File: src/rtl/psqm_pkg.sv
// Shared types and constants for the process state queue manager.
package psqm_pkg;

	localparam int MAX_PROCESSES_DEF = 32;
	localparam int ID_W              = 16;
	localparam int PRI_W             = 2;
	localparam int DUR_W             = 16;

	typedef enum logic [2:0] {
		CMD_CREATE  = 3'd0,
		CMD_TO_CPU  = 3'd1,
		CMD_TO_BLK  = 3'd2,
		CMD_SUSPEND = 3'd3,
		CMD_RUN     = 3'd4,
		CMD_RESUME  = 3'd5,
		CMD_UNBLOCK = 3'd6,
		CMD_DELETE  = 3'd7
	} cmd_t;

	typedef enum logic [2:0] {
		ST_OK       = 3'd0,
		ST_DUP      = 3'd1,
		ST_BAD_PRI  = 3'd2,
		ST_BAD_DUR  = 3'd3,
		ST_NOTFOUND = 3'd4,
		ST_FULL     = 3'd5
	} status_t;

	typedef enum logic [1:0] {
		LST_READY = 2'd0,
		LST_CPU   = 2'd1,
		LST_SUSP  = 2'd2,
		LST_BLK   = 2'd3
	} list_t;

	localparam logic [PRI_W-1:0] PRI_REJECT  = 2'd3;
	localparam logic [PRI_W-1:0] PRI_UNBLOCK = 2'd1;
	localparam logic [DUR_W-1:0] DUR_UNBLOCK = 16'd2;

	typedef struct packed {
		cmd_t              command;
		logic [ID_W-1:0]   proc_id;
		logic [PRI_W-1:0]  priority_req;
		logic [DUR_W-1:0]  duration;
	} req_t;

	typedef struct packed {
		status_t           status;
		logic [ID_W-1:0]   out_id;
		logic [PRI_W-1:0]  out_priority;
		logic [DUR_W-1:0]  remaining;
		logic              finished;
		logic [1:0]        found_in;
	} rsp_t;

	typedef struct packed {
		logic [ID_W-1:0]   id;
		logic [PRI_W-1:0]  pri;
		logic [DUR_W-1:0]  dur;
	} ent_t;

endpackage

File: src/rtl/psqm_store.sv
// Entry store: field memory and link memory, one write each, registered read.
module psqm_store
	import psqm_pkg::*;
#(
	parameter int DEPTH = MAX_PROCESSES_DEF,
	parameter int IW    = $clog2(MAX_PROCESSES_DEF + 1)
) (
	input  logic          clk,
	input  logic          rd_en,
	input  logic [IW-1:0] rd_addr,
	input  logic          wd_en,
	input  logic [IW-1:0] wd_addr,
	input  ent_t          wd_data,
	input  logic          wl_en,
	input  logic [IW-1:0] wl_addr,
	input  logic [IW-1:0] wl_data,
	output ent_t          rd_dat,
	output logic [IW-1:0] rd_lnk
);
	localparam int AW = (DEPTH > 1) ? $clog2(DEPTH) : 1;

	ent_t          dat_mem [DEPTH];
	logic [IW-1:0] lnk_mem [DEPTH];

	always_ff @(posedge clk) begin
		if (wd_en) begin
			dat_mem[wd_addr[AW-1:0]] <= wd_data;
		end
		if (rd_en) begin
			rd_dat <= dat_mem[rd_addr[AW-1:0]];
		end
	end

	always_ff @(posedge clk) begin
		if (wl_en) begin
			lnk_mem[wl_addr[AW-1:0]] <= wl_data;
		end
		if (rd_en) begin
			rd_lnk <= lnk_mem[rd_addr[AW-1:0]];
		end
	end
endmodule

File: config.mk
export PLATFORM = sky130hd
export DESIGN_NAME = psqm_store
export DESIGN_NICKNAME = d
export VERILOG_FILES = /design/src/rtl/psqm_pkg.sv /design/src/rtl/psqm_store.sv
export SDC_FILE = /design/constraint.sdc
export NUM_CORES = 1
export LEC_CHECK = 0
export BUFFER_PORTS_ARGS = -buffer_cell sky130_fd_sc_hd__buf_2
export CORE_UTILIZATION = 62
export CTS_CLUSTER_DIAMETER = 50
export DETAILED_ROUTE_END_ITERATION = 10
export GPL_TIMING_DRIVEN = 0
export PLACE_DENSITY = 0.79
export SLEW_MARGIN = 25
export SYNTH_ARGS = -nofsm -noshare
export SYNTH_HDL_FRONTEND = slang
export SYNTH_SLANG_ARGS = --single-unit
File: constraint.sdc
create_clock -name clk -period 3.1 [get_ports clk]
set_input_delay 0.155 -clock clk [delete_from_list [all_inputs] [get_ports clk]]
set_output_delay 0.155 -clock clk [all_outputs]
set_load 0.02 [all_outputs]
==> impl_metrics.ini <==
[synth]
synth_area_leaders = edfxtp_1, mux2i_1, a22oi_1
ys_types = 25
ys_seq_area_share_pct = 77.4
synth_most_common_cell = edfxtp_1
ys_warn_count = 0
synth_commonest_cells = edfxtp_1, mux2i_1, nand3_1, nand2_1
synthCells = 2859
async_flop_share_pct = 0
synth_nets = 2921
synth.largest_area_cell = edfxtp_1
ys.flop_type = edfxtp_1
synth-seq-cells = 1320
avgSynthCellArea_sq_um = 17.9
syn_area_sq_mm = 0.0512
synth_edf_count = 1320
synth_top_area_share_pct = 77.4

[detailed_routing]
drtIter0Drc = 3558
avgRoutedWirePerCell_um = 28.9
ant_nets = 0
num_vias = 28100
drc = 0
drt_pass1_iterations = 7
drt-vias-per-instance = 6.56
wl_um = 124000

[die]
die-area_sq_mm = 0.0837
pin_count = 102
start_util_pct = 63.1
die_height_um = 289
core-area_sq_mm = 0.0811
die_w_um = 289
rows = 104

[cells_and_area]
drive_gt1_share_pct = 13.6
postLayoutCoreUtil_pct = 71.7
nNetsFinal = 3187
syn2layout_area_growth_pct = 13.6
final_cells = 4286

[sta]
final.min_clock_period_ps = 1980
slew_viol_final = 0
tightest_slew_ps = 1070
rsz0062_at_grt = no
period_share_pct = 64.0
setup_viol = 0
maxSlewHeadroom_pct = 28.9
hold_viol = 0
finClkSkew_ps = 20.4
max_freq_mhz = 504
setup_tns_ps = 0

[worst_hold_path]
min_to = dat_mem[15][15]
hold_class = input port to flop
holdPathStages = 1
min-delay-start = wd_data[15]

[critical_path]
cp-end-kind = flop
reg2reg_slack_ps = 1320
worst_ep_required_time_ps = 3500
max_stage_delay_ps = 600
rr_worst_depth = 5
start_kind = input port
r2r_start = dat_mem[1][27]
crit_chain = buf_2 > nor2_2 > buf_2 > clkbuf_1 > nand2_1 > a31oi_1 > nand3_1
crit_top_cell = buf_2
cp.arrival_ps = 2390
timing.rr.end = rd_dat[27]
critPathBufInv = 3
cp_top_family = buffers and inverters
crit_slowest_cell = buf_2
critPathKind = input port to flop
critical_path.max_fanout = 10

[cts]
worstSkewPairLatency_ps = 700
root_buffer = clkbuf_16
cts-buffers-inserted = 121
htreeDepth = 3
ctsResizeCount = 0
clk_pin_slew_ps = 60
cts_sinks = 1320
clock_path_buffers = 3
cts_tree = done

[run]
cap_violations = 0

[outcome]
status = complete, no violations

[placement]
globalplace.congestion = 0.865
portBuffers = 97
dp.cells = 4052
hpwl_um = 78100

[grt]
antenna_found_initial = 9
grt_pass1_wl_um = 178000
grt_pass1_vias = 28000
grt_max_degree = 41
grt-ovfl-total = 0
grt_usage_pct = 29.6

[pwr]
ir_worst_vdd_uv = 494
p_switching_uw = 7850
clock_power_share_pct = 40.3
power_density_mw_per_mm2 = 635
seqPwrFrac_pct = 54.1
p_leak_uw = 0.0203
combPwrFrac_pct = 5.6
internal-power_uw = 29100
switching_share_pct = 21.2
==> sequential cells by signal, summed over array words and instances, names as in the netlist <==
register / cells
rd_lnk: 6
lnk_mem: 192
dat_mem: 1088
rd_dat: 34
==> layout by cell type (no fill, tap or decap), types with 18 or more instances in the layout <==
master	n
buf_6	30
a22oi_1	120
nor2_4	32
mux2i_1	640
a22o_1	80
nor2_1	34
nor3_1	40
clkbuf_16	124
clkinv_2	25
a21oi_1	120
nand3_1	124
edfxtp_1	1320
clkbuf_1	83
a31oi_1	40
clkinv_1	23
buf_4	25
buf_2	126
buf_12	18
nand2_1	123
==> metrics by stage <==
stage | hold slack, ps | worst slack (ps) | total power [uW] | instance area, sq um
3_3_place_gp | 599 | -1340 | 22200 | 53000
4_1_cts | 2.83 | 1150 | 36900 | 58100
2_1_floorplan | 254 | 424 | 21500 | 51200
6_report | 25.0 | 1120 | 36900 | 58100
5_1_grt | 29.9 | 1090 | 37700 | 58100
3_5_place_dp | 600 | 447 | 22400 | 54100
==> cells by family after synthesis <==
group | share of synthesized area (%)
buffers and inverters | 1.89
multiplexers | 12.5
flip-flops | 77.4
AND/OR/NAND/NOR | 3.35
AO/OA/AOI/OAI | 4.79
==> per-layer routing <==
metal  global-route usage [%]  vias to the layer above  routed length [um]  part of all wire [%]
li1                         -                    11900                   -                     -
met1                     41.4                    14100               47400                    38
met2                     46.6                     1778               58500                    47
met3                     5.03                      316               12600                    10
met4                     12.8                       12                5410                   4.4
met5                        0                        -                  77                 0.062
==> timing repair <==
| action | in CTS | in global routing |
|---|---|---|
| buffers inserted | 0 | 0 |
| hold buffers | 10 | 0 |
| endpoints found under the hold margin | 217 | 0 |
==> area by class of cell <==
class | count | area [sq um]
flip-flops and latches | 1320 | 39600
diodes | 2 | 5.00
clock buffers | 142 | 3170
fillers | 4562 | 22900
plain buffers | 161 | 968
well taps | 1060 | 1330
repair buffers | 143 | 1420
clock inverters | 80 | 806
multi-input cells | 1378 | 10800
==> worst max path at each step <==
stage	start	end	slack [ps]	cells past startpoint
3_5_place_dp	rd_addr[1]	rd_dat[29]	450	7
2_1_floorplan	wd_addr[1]	dat_mem[12][0]	420	3
3_3_place_gp	wd_addr[1]	dat_mem[24][26]	-1340	4
6_report	rd_addr[1]	rd_dat[15]	1120	7
4_1_cts	rd_addr[1]	rd_dat[15]	1150	7
5_1_grt	rd_addr[1]	rd_dat[15]	1090	7
==> power groups by stage <==
stage          sequential [uW]  clock [uW]  combinational, uW
5_1_grt                  20000       15600               2150
3_3_place_gp             20400           0               1870
4_1_cts                  20000       14900               2030
6_report                 20000       14900               2060
2_1_floorplan            20400           0               1040
3_5_place_dp             20400           0               1990
Note: power is estimated with default switching activity, not from simulation.
